==> config.mk <==
export PLATFORM = sky130hd
export DESIGN_NAME = sorted_list_merge_top
export DESIGN_NICKNAME = d
export VERILOG_FILES = /design/src/hdl/slm_pkg.sv /design/src/hdl/slm_ram.sv /design/src/hdl/sorted_list_merge_top.sv
export SDC_FILE = /design/constraint.sdc
export NUM_CORES = 1
export LEC_CHECK = 0
export BUFFER_PORTS_ARGS = -buffer_cell sky130_fd_sc_hd__buf_4
export CORE_MARGIN = 8
export CORE_UTILIZATION = 56
export CTS_CLUSTER_SIZE = 28
export DETAILED_ROUTE_END_ITERATION = 6
export HOLD_SLACK_MARGIN = 0.03
export PLACE_DENSITY_LB_ADDON = 0.12
export SLEW_MARGIN = 20
export SYNTH_ARGS = -nofsm -noshare
export SYNTH_HDL_FRONTEND = slang
export SYNTH_SLANG_ARGS = --single-unit
==> constraint.sdc <==
create_clock -name clock -period 4.9 [get_ports clock]
set_input_delay 0.98 -clock clock [delete_from_list [all_inputs] [get_ports clock]]
set_output_delay 0.98 -clock clock [all_outputs]
set_load 0.01 [all_outputs]
==> src/hdl/slm_pkg.sv <==
// Shared types and codes for the sorted list merge block.
// No dependencies; imported by the merge top level.
`timescale 1ns / 1ps

package slm_pkg;

   // Item field widths
   localparam int unsigned VALUE_W  = 32;
   localparam int unsigned ACTION_W = 2;

   typedef logic [ACTION_W-1:0]        action_type;
   typedef logic signed [VALUE_W-1:0]  value_type;

   // Action codes (code 3 is unused and ignored)
   localparam action_type ACT_APPEND_FIRST  = 2'd0;
   localparam action_type ACT_APPEND_SECOND = 2'd1;
   localparam action_type ACT_MERGE         = 2'd2;

   // Controller states, one-hot
   typedef enum logic [1:0] {
      ST_IDLE  = 2'b01,
      ST_MERGE = 2'b10
   } state_type;

endpackage

==> src/hdl/slm_ram.sv <==
// Generic simple dual-port RAM: one write port, one read port, registered read.
// No dependencies; used for both list stores of the merge block.
`timescale 1ns / 1ps

module slm_ram #(
   parameter int unsigned WIDTH = 32,
   parameter int unsigned DEPTH = 16,
   parameter int unsigned ADDR_W = (DEPTH > 1) ? $clog2(DEPTH) : 1
) (
   input  logic              clock,
   input  logic              wr_en,
   input  logic [ADDR_W-1:0] wr_addr,
   input  logic [WIDTH-1:0]  wr_data,
   input  logic [ADDR_W-1:0] rd_addr,
   output logic [WIDTH-1:0]  rd_data
);

   logic [WIDTH-1:0] mem_ff [DEPTH];
   logic [WIDTH-1:0] rd_data_ff;

   // Write port
   always_ff @(posedge clock) begin
      if (wr_en) begin
         mem_ff[wr_addr] <= wr_data;
      end
   end

   // Registered read port
   always_ff @(posedge clock) begin
      rd_data_ff <= mem_ff[rd_addr];
   end

   assign rd_data = rd_data_ff;

endmodule

==> src/hdl/sorted_list_merge_top.sv <==
// Top level of the sorted list merge block: list loads, two-head merge, result register.
// Depends on slm_pkg and slm_ram.
`timescale 1ns / 1ps

// Usage:
//  - req channel (req_valid / req_stall): action 0 appends req_value to the first
//    list, action 1 to the second list, action 2 merges, action 3 is ignored.
//    A load into a list that already holds LIST_DEPTH values is dropped.
//  - rsp channel (rsp_valid / rsp_stall): a merge returns every held value of both
//    lists in ascending signed order, one item per value, rsp_last on the final one.
//    On equal values the second list's element goes first. Merging two empty lists
//    returns nothing. After a merge both lists are empty.
//  - Loads are taken one per cycle while idle and return no item.
//  - Merge of N values: req_stall is high after the merge item is taken until the
//    last value is emitted, longer while the receiver stalls a result; the first
//    result is presented once the merge state is entered and the result register
//    loaded, then one per cycle while the receiver keeps rsp_stall low. The rate is
//    set by the two RAM read heads with registered reads, whose next address follows the compare.
//  - rsp_stall freezes the result register and the merge heads; nothing is lost.
//  - Reset (synchronous) empties both lists and drops any pending result. List RAM
//    contents are not cleared; only entries below the fill counts are ever used.
module sorted_list_merge_top #(
   parameter int unsigned LIST_DEPTH = 16
) (
   input  logic                clock,
   input  logic                reset,
   input  logic                req_valid,
   output logic                req_stall,
   input  slm_pkg::action_type req_action,
   input  slm_pkg::value_type  req_value,
   output logic                rsp_valid,
   input  logic                rsp_stall,
   output slm_pkg::value_type  rsp_merged_value,
   output logic                rsp_last
);

   import slm_pkg::*;

   localparam int unsigned ADDR_W  = (LIST_DEPTH > 1) ? $clog2(LIST_DEPTH) : 1;
   localparam int unsigned CNT_W   = $clog2(LIST_DEPTH + 1);
   localparam int unsigned TOTAL_W = $clog2(2 * LIST_DEPTH + 1);

   state_type            state_ff, state_in;
   logic [CNT_W-1:0]     first_count_ff, first_count_in;
   logic [CNT_W-1:0]     second_count_ff, second_count_in;
   logic [CNT_W-1:0]     head_a_ff, head_a_in;
   logic [CNT_W-1:0]     head_b_ff, head_b_in;
   logic [TOTAL_W-1:0]   remain_ff, remain_in;
   logic                 rsp_valid_ff, rsp_valid_in;
   value_type            rsp_value_ff, rsp_value_in;
   logic                 rsp_last_ff, rsp_last_in;

   logic                 req_accept;
   logic                 wr_first, wr_second;
   logic [VALUE_W-1:0]   q_a, q_b;
   logic [ADDR_W-1:0]    rd_addr_a, rd_addr_b;
   logic [CNT_W-1:0]     head_a_next, head_b_next;
   logic                 avail_a, avail_b;
   logic                 take_first;
   logic                 emit_go;
   logic [TOTAL_W-1:0]   total;

   // Input handshake: loads and merge commands only while idle
   assign req_stall  = (state_ff != ST_IDLE);
   assign req_accept = req_valid && !req_stall;

   assign wr_first  = req_accept && (req_action == ACT_APPEND_FIRST)
                      && (first_count_ff < CNT_W'(LIST_DEPTH));
   assign wr_second = req_accept && (req_action == ACT_APPEND_SECOND)
                      && (second_count_ff < CNT_W'(LIST_DEPTH));

   assign total = TOTAL_W'(first_count_ff) + TOTAL_W'(second_count_ff);

   // Merge head selection from the current RAM outputs
   assign avail_a    = head_a_ff < first_count_ff;
   assign avail_b    = head_b_ff < second_count_ff;
   assign take_first = avail_a && (!avail_b || ($signed(q_a) < $signed(q_b)));
   assign emit_go    = (state_ff == ST_MERGE) && (!rsp_valid_ff || !rsp_stall);

   // Read addresses follow the head after this cycle's pick
   assign head_a_next = head_a_ff + CNT_W'(emit_go && take_first);
   assign head_b_next = head_b_ff + CNT_W'(emit_go && !take_first);
   assign rd_addr_a   = head_a_next[ADDR_W-1:0];
   assign rd_addr_b   = head_b_next[ADDR_W-1:0];

   slm_ram #(
      .WIDTH (VALUE_W),
      .DEPTH (LIST_DEPTH)
   ) u_first_ram (
      .clock   (clock),
      .wr_en   (wr_first),
      .wr_addr (first_count_ff[ADDR_W-1:0]),
      .wr_data (req_value),
      .rd_addr (rd_addr_a),
      .rd_data (q_a)
   );

   slm_ram #(
      .WIDTH (VALUE_W),
      .DEPTH (LIST_DEPTH)
   ) u_second_ram (
      .clock   (clock),
      .wr_en   (wr_second),
      .wr_addr (second_count_ff[ADDR_W-1:0]),
      .wr_data (req_value),
      .rd_addr (rd_addr_b),
      .rd_data (q_b)
   );

   // Controller next state
   always_comb begin
      state_in        = state_ff;
      first_count_in  = first_count_ff;
      second_count_in = second_count_ff;
      head_a_in       = head_a_ff;
      head_b_in       = head_b_ff;
      remain_in       = remain_ff;
      rsp_valid_in    = rsp_valid_ff && rsp_stall;
      rsp_value_in    = rsp_value_ff;
      rsp_last_in     = rsp_last_ff;

      unique case (state_ff)
         ST_IDLE: begin
            if (wr_first) begin
               first_count_in = first_count_ff + 1'b1;
            end
            if (wr_second) begin
               second_count_in = second_count_ff + 1'b1;
            end
            // RAM reads address 0 this cycle, ready for the first compare
            if (req_accept && (req_action == ACT_MERGE) && (total != '0)) begin
               remain_in = total;
               state_in  = ST_MERGE;
            end
         end
         ST_MERGE: begin
            if (emit_go) begin
               rsp_valid_in = 1'b1;
               rsp_value_in = take_first ? value_type'(q_a) : value_type'(q_b);
               rsp_last_in  = (remain_ff == TOTAL_W'(1));
               head_a_in    = head_a_next;
               head_b_in    = head_b_next;
               remain_in    = remain_ff - 1'b1;
               // Final value: empty both lists and rewind the heads
               if (remain_ff == TOTAL_W'(1)) begin
                  first_count_in  = '0;
                  second_count_in = '0;
                  head_a_in       = '0;
                  head_b_in       = '0;
                  state_in        = ST_IDLE;
               end
            end
         end
         default: begin
            state_in = ST_IDLE;
         end
      endcase
   end

   // Control registers
   always_ff @(posedge clock) begin
      if (reset) begin
         state_ff        <= ST_IDLE;
         first_count_ff  <= '0;
         second_count_ff <= '0;
         head_a_ff       <= '0;
         head_b_ff       <= '0;
         remain_ff       <= '0;
         rsp_valid_ff    <= 1'b0;
      end else begin
         state_ff        <= state_in;
         first_count_ff  <= first_count_in;
         second_count_ff <= second_count_in;
         head_a_ff       <= head_a_in;
         head_b_ff       <= head_b_in;
         remain_ff       <= remain_in;
         rsp_valid_ff    <= rsp_valid_in;
      end
   end

   // Result payload register
   always_ff @(posedge clock) begin
      rsp_value_ff <= rsp_value_in;
      rsp_last_ff  <= rsp_last_in;
   end

   assign rsp_valid        = rsp_valid_ff;
   assign rsp_merged_value = rsp_value_ff;
   assign rsp_last         = rsp_last_ff;

endmodule

==> results of run 1 <==
## cell families after synthesis
kind of cell | Yosys count | share of synthesized area (%)
AOI/OAI and AO/OA | 216 | 3.33
buffers and inverters | 175 | 1.61
and+or+nand+nor | 245 | 2.82
DFF | 1150 | 74.4
muxes | 321 | 16.0
adders and majority gates | 59 | 1.65
xor gates and xnor gates | 12 | 0.233
## worst paths after layout
| check | to | cells past startpoint |
|---|---|---|
| max reg2reg | u_first_ram.rd_data[30] | 13 |
| min | remain_ff[5] | 2 |
| max | u_first_ram.rd_data[30] | 13 |
| min reg2reg | remain_ff[5] | 2 |
## Yosys cell counts (2+ instances only)
cell      instances  area share, %
o31ai_1           2          0.033
o22ai_1           5          0.069
nor2_1           53           0.44
o21a_1            3          0.050
nor4b_2           2          0.066
o2111a_1         32           0.80
ha_1             58            1.6
a211o_1           2          0.039
nor3_1           12           0.13
xor2_1            6           0.12
a211oi_1          3          0.050
o21ai_1          12           0.13
buf_6             3          0.075
and3_1           33           0.46
o21ai_0          64           0.71
a21o_1            7           0.12
nand2_1          40           0.33
edfxtp_1       1057             70
a21oi_1          35           0.39
nand4_1          41           0.57
a31oi_1          33           0.46
nand2b_1          6          0.083
buf_1             2          0.017
clkbuf_1         82           0.68
mux4_2          320             16
inv_1            51           0.42
xnor2_1           6           0.12
nand3_1          46           0.51
buf_2            35           0.39
dfxtp_1          93            4.1
a221oi_2          4           0.13
## state kept, by name (all words and copies together), names as in the netlist
signal,cells
u_first_ram.mem_ff,512
rsp_last,1
first_count_ff,5
u_second_ram.rd_data,32
head_b_ff,5
rsp_valid,1
state_ff,2
u_first_ram.rd_data,32
second_count_ff,5
u_second_ram.mem_ff,512
remain_ff,6
rsp_merged_value,32
head_a_ff,5
## where the power goes
group          switching, W  internal (W)
clock network       0.00362       0.00506
logic              0.000292      0.000111
registers         0.0000319        0.0107
## through the flow
step / setup slack, ns / util (%) / instance area (sq um) / power (W)
4_1_cts: 0.479 / 64.3 / 51600 / 0.0200
5_1_grt: 0.282 / 64.3 / 51600 / 0.0204
3_3_place_gp: 0.546 / 59.6 / 47800 / 0.0114
2_1_floorplan: 0.243 / - / 45200 / 0.0111
6_report: 0.443 / 64.3 / 51600 / 0.0199
3_5_place_dp: 0.452 / 59.6 / 47800 / 0.0114
## routing by layer
metal  part of all wire (%)  vias up  track usage [%]  wire (microns)
met5                  0.013        -                0              14
met4                    2.5        2             6.86            2710
met3                    7.7      186             3.77            8270
met2                     48     1028             37.4           51700
met1                     41    12000             34.4           44400
li1                       -     9463                -               -
## final cells by class
class | instances | area, sq um | share of cell area, %
Sequential cell | 1150 | 33600 | 65.2
Clock buffer | 152 | 3080 | 5.96
Clock inverter | 63 | 703 | 1.36
Multi-Input combinational cell | 853 | 11200 | 21.7
Inverter | 52 | 195 | 0.378
Timing Repair Buffer | 163 | 1460 | 2.83
Tap cell | 1060 | 1330 | 2.57
## worst max-delay path, stage by stage (launching register included)
cell and delay [ns]:
dfxtp_1 0.48, inv_1 0.08, ha_1 0.31, nand4_2 0.15
nor4_4 0.53, o211ai_2 0.20, a311oi_4 0.31, nor2_1 0.10
and3_1 0.20, ha_4 0.17, ha_4 0.61, buf_4 0.33
mux4_2 0.34, mux4_2 0.48
==> impl_metrics.py, run 1 <==
metrics = {
    "outcome": {
        "outcome": "completed",
    },
    "logic_synthesis": {
        "synth_flop_cell": "edfxtp_1",
        "synthesis.area_sq_um": 45200,
        "avgSynthCellArea_sq_um": 20.7,
        "async_flop_share_pct": 0,
        "seq_area_frac_synth_pct": 74.4,
        "yosys.cell_types.count": 61,
        "synth_seq_cells": 1150,
        "synth_edf_count": 1057,
        "yosysWarnings": 0,
        "syn_inst": 2178,
        "syn_nets": 2275,
    },
    "cts": {
        "h-tree-depth": 3,
        "clockBufferDepth": 3,
        "cts_setup_buffers": 0,
        "clk_pin_slew_worst_paths_ns": 0.07,
        "cts_sinks": 1150,
        "cts-root-buf": "clkbuf_16",
        "worstSkewPairLatency_ns": 0.69,
        "cts_buffers": 114,
        "cts_resized": 0,
        "cts_tree": "built",
        "hold_buffers": 0,
    },
    "routing": {
        "antenna_left": 0,
        "first_pass_iters": 6,
        "drc": 0,
        "wl_mm": 107,
        "viasPerCell": 6.50,
        "routedWlPerCell_microns": 30.6,
        "drt_iter0_drc": 2752,
        "num_vias": 22700,
    },
    "global_routing": {
        "grt_pass1_wl_mm": 156,
        "grt_max_degree": 59,
        "antenna_found_initial": 3,
        "overflow": 0,
        "grt.total_usage_pct": 23.6,
        "grt_pass1_vias": 22800,
    },
    "sta": {
        "min_period_ns": 4.46,
        "slew_viol_final": 0,
        "timing.fmax_mhz": 224,
        "rsz0062_at_grt": "no",
        "hold_viol": 0,
        "fin_skew_ns": 0.0366,
        "fin_crit_sh_pct": 91.0,
        "worst_pin_slew_ns": 0.970,
        "setup_violations": 0,
        "timing.setup.tns_ns": 0,
        "worst_hold_slack_ns": 0.488,
        "relSlewSlack_pct": 35.2,
    },
    "finish": {
        "syn_to_final_growth_pct": 14.2,
        "instances_no_fill": 3493,
        "diodes": 0,
        "final_common_cell": "edfxtp_1",
        "fin_nets": 2431,
        "drive_gt1_share_pct": 29.4,
        "mostFrequentLayoutCells": "1057 x edfxtp_1, 320 x mux4_2, 144 x buf_4, 114 x clkbuf_16, 93 x dfxtp_1",
        "fillers": 5384,
    },
    "job": {
        "max_cap_viol_count": 0,
    },
    "worst_hold_path": {
        "min_from": "remain_ff[5]",
        "hold_path_class": "reg2reg",
    },
    "worst_setup_path": {
        "end_kind": "register",
        "crit_required_ns": 5.45,
        "rrSetupSlack_ns": 0.44,
        "startpoint": "u_second_ram.rd_data[29]",
        "critPathLaunchType": "register",
        "cp_max_fo": 30,
        "crit_type": "reg2reg",
        "reg2reg_from": "u_second_ram.rd_data[29]",
        "cp.arrival_ns": 5.01,
    },
    "floorplan": {
        "core-area_sq_um": 80200,
        "start_util_pct": 56.4,
        "dieArea_sq_um": 90000,
        "die_x_microns": 300,
        "ios": 73,
        "rows": 104,
        "die_h_microns": 300,
    },
    "power_and_ir_drop": {
        "leakagePower_nw": 16.6,
        "vdd_drop_max_mv": 0.278,
        "power.density_nw_per_um2": 385,
    },
    "placed_design": {
        "dp_hpwl_mm": 59.6,
        "place_congestion": 0.861,
        "port_buffers": 72,
        "dpl.cell_count": 3278,
    },
}
Power figures use the tool's default switching activity.
==> inputs of run 2 (changes only) <==
==> constraint.sdc (replaced) <==
create_clock -name clock -period 4.9 [get_ports clock]
set_input_delay 0.245 -clock clock [delete_from_list [all_inputs] [get_ports clock]]
set_output_delay 0.245 -clock clock [all_outputs]
set_load 0.01 [all_outputs]
==> run 2 against run 1 <==
  * Sequential power is essentially flat
  * Non-clock buffer count rose by 38
  * Count of clock-buffer cells in the layout shrank 9
  * Total power increased by 1.3%
  * Critical path type unchanged
  * Highest routed layer is now met4
==> impl_metrics.py, run 2 (same netlist as run 1, synthesis figures left out) <==
metrics = {
    "finish": {
        "reg_top3": "u_first_ram.mem_ff (512), u_second_ram.mem_ff (512)",
        "final_common_cell": "edfxtp_1",
        "finalInstanceArea_sq_um": 52100,
        "fin_nets": 2470,
        "mostFrequentLayoutCells": "1057 x edfxtp_1, 320 x mux4_2, 143 x buf_4, 118 x clkbuf_16, 93 x dfxtp_1",
        "drive_gt1_share_pct": 29.5,
        "fillers": 5287,
        "syn_to_final_growth_pct": 15.2,
    },
    "floorplan": {
        "ios": 73,
        "core-area_sq_um": 80200,
        "die_x_microns": 300,
        "dieArea_sq_um": 90000,
        "start_util_pct": 56.4,
        "rows": 104,
        "die_h_microns": 300,
    },
    "routing": {
        "drc": 0,
        "first_pass_iters": 5,
        "viasPerCell": 6.56,
        "routedWlPerCell_microns": 31.1,
        "wl_mm": 110,
        "antenna_left": 0,
        "num_vias": 23200,
        "drt_iter0_drc": 2399,
    },
    "placed_design": {
        "port_buffers": 72,
        "place_congestion": 0.826,
        "dp_hpwl_mm": 61.2,
        "placed_area_sq_um": 47800,
    },
    "worst_setup_path": {
        "rrSetupSlack_ns": 0.23,
        "reg2reg_from": "second_count_ff[1]",
        "crit_type": "reg2reg",
        "cp.arrival_ns": 5.20,
        "crit_required_ns": 5.44,
        "path_cells": "inv_1, ha_1, a211oi_1, o311ai_1, o21ba_2, nor2_1, a21oi_1, ha_4, buf_12, buf_12, mux4_2, mux4_2",
        "critPathLaunchType": "register",
        "path_buf_inv": 3,
        "max_stage_delay_ns": 0.81,
        "slowest_stage": "o311ai_1",
        "r2r_end": "u_second_ram.rd_data[9]",
        "cp_top_family": "compound AO/OA/AOI/OAI gates",
        "end_kind": "register",
        "reg2reg_depth": 12,
        "cp_max_fo": 15,
    },
    "sta": {
        "relSlewSlack_pct": 26.9,
        "fin_skew_ns": 0.0277,
        "min_period_ns": 4.67,
        "worst_hold_slack_ns": 0.243,
        "fin_crit_sh_pct": 95.2,
        "slew_viol_final": 0,
        "rsz0062_at_grt": "no",
        "worst_pin_slew_ns": 1.10,
        "setup_violations": 0,
        "hold_viol": 0,
        "timing.fmax_mhz": 214,
        "timing.setup.tns_ns": 0,
    },
    "global_routing": {
        "grt_max_degree": 61,
        "antenna_found_initial": 4,
        "grt_pass1_vias": 23500,
        "grt_pass1_wl_mm": 160,
        "overflow": 0,
        "grt.total_usage_pct": 24.4,
    },
    "outcome": {
        "outcome": "completed",
    },
    "worst_hold_path": {
        "hold_path_end": "first_count_ff[1]",
        "min_from": "req_valid",
        "hold_path_class": "in2reg",
        "whs_path_depth": 6,
    },
    "cts": {
        "cts_buffers": 115,
        "h-tree-depth": 3,
        "cts_sinks": 1150,
        "cts_tree": "built",
        "clk_pin_slew_worst_paths_ns": 0.06,
        "worstSkewPairLatency_ns": 0.68,
        "cts-root-buf": "clkbuf_16",
        "clockBufferDepth": 3,
    },
    "power_and_ir_drop": {
        "power.density_nw_per_um2": 386,
        "vdd_drop_max_mv": 0.311,
        "leakagePower_nw": 16.8,
    },
    "job": {
        "max_cap_viol_count": 0,
    },
}
## run 2: cell count changes in the layout (fill, tap and decap cells not counted), sizes merged
cell / before / now
bufinv: 12 / 14
inv: 55 / 56
dlygate4sd3: 0 / 38
buf: 163 / 162
clkinvlp: 2 / 10
diode: 0 / 2
clkdlybuf4s18: 0 / 1
clkbuf: 152 / 143
## run 2: worst max-delay path by stage
stage | cells past startpoint | from | end
6_report | 12 | second_count_ff[1] | u_second_ram.rd_data[9]
5_1_grt | 12 | second_count_ff[1] | u_second_ram.rd_data[8]
4_1_cts | 13 | u_second_ram.rd_data[28] | u_first_ram.rd_data[4]
3_5_place_dp | 12 | second_count_ff[1] | u_second_ram.rd_data[8]
3_3_place_gp | 12 | u_second_ram.rd_data[3] | u_second_ram.rd_data[8]
2_1_floorplan | 11 | state_ff[1] | u_first_ram.rd_data[22]
## run 2: per-stage QoR
stage | std cells | power [W] | util [%] | setup WS [ns]
floorplan | 2178 | 0.0111 | - | 0.697
global placement | 3277 | 0.0114 | 59.6 | -0.102
detailed placement | 3278 | 0.0114 | 59.6 | 0.351
CTS | 3533 | 0.0202 | 64.9 | 0.328
global route | 3534 | 0.0206 | 64.9 | 0.124
finish | 3535 | 0.0201 | 65.0 | 0.235
## run 2: worst register-to-register path: cells and delay by family, from the launching register on
family          cells  cell delay [ns]
buf+inv             3             0.62
compound gates      4             1.33
simple gates        1             0.17
mux                 2             1.08
fa+ha+maj           2             0.80
flops               1             0.52
## run 2: timing repair
item,4_1_cts,5_1_grt
endpoints found under the hold margin,1044,0
setup endpoints to repair,0,0
setup buffers,0,0
hold buffers,38,0
resized for setup,0,0
## run 2: layout make-up
type                            instances  area [sq um]  share of cell area [%]
Sequential cell                      1150         33600                    64.5
Multi-Input combinational cell        853         11200                    21.5
Clock buffer                          143          3090                    5.93
Timing Repair Buffer                  201          1840                    3.54
Tap cell                             1060          1330                    2.55
Clock inverter                         74           791                    1.52
Inverter                               52           195                   0.375
Antenna cell                            2          5.00                 0.00961
## run 2: power by group
group / total [W] / switching, W / internal (W)
sequential: 0.0108 / 0.0000334 / 0.0107
clock: 0.00891 / 0.00369 / 0.00522
combinational: 0.000430 / 0.000301 / 0.000129
## run 2: routing by layer
| metal | vias to the layer above | share of wire (%) | global-route usage, % |
|---|---|---|---|
| li1 | 9553 | - | - |
| met4 | 0 | 2.7 | 7.46 |
| met3 | 192 | 8.4 | 4.31 |
| met5 | - | 0 | 0 |
| met2 | 1168 | 47 | 37.8 |
| met1 | 12300 | 42 | 35.9 |
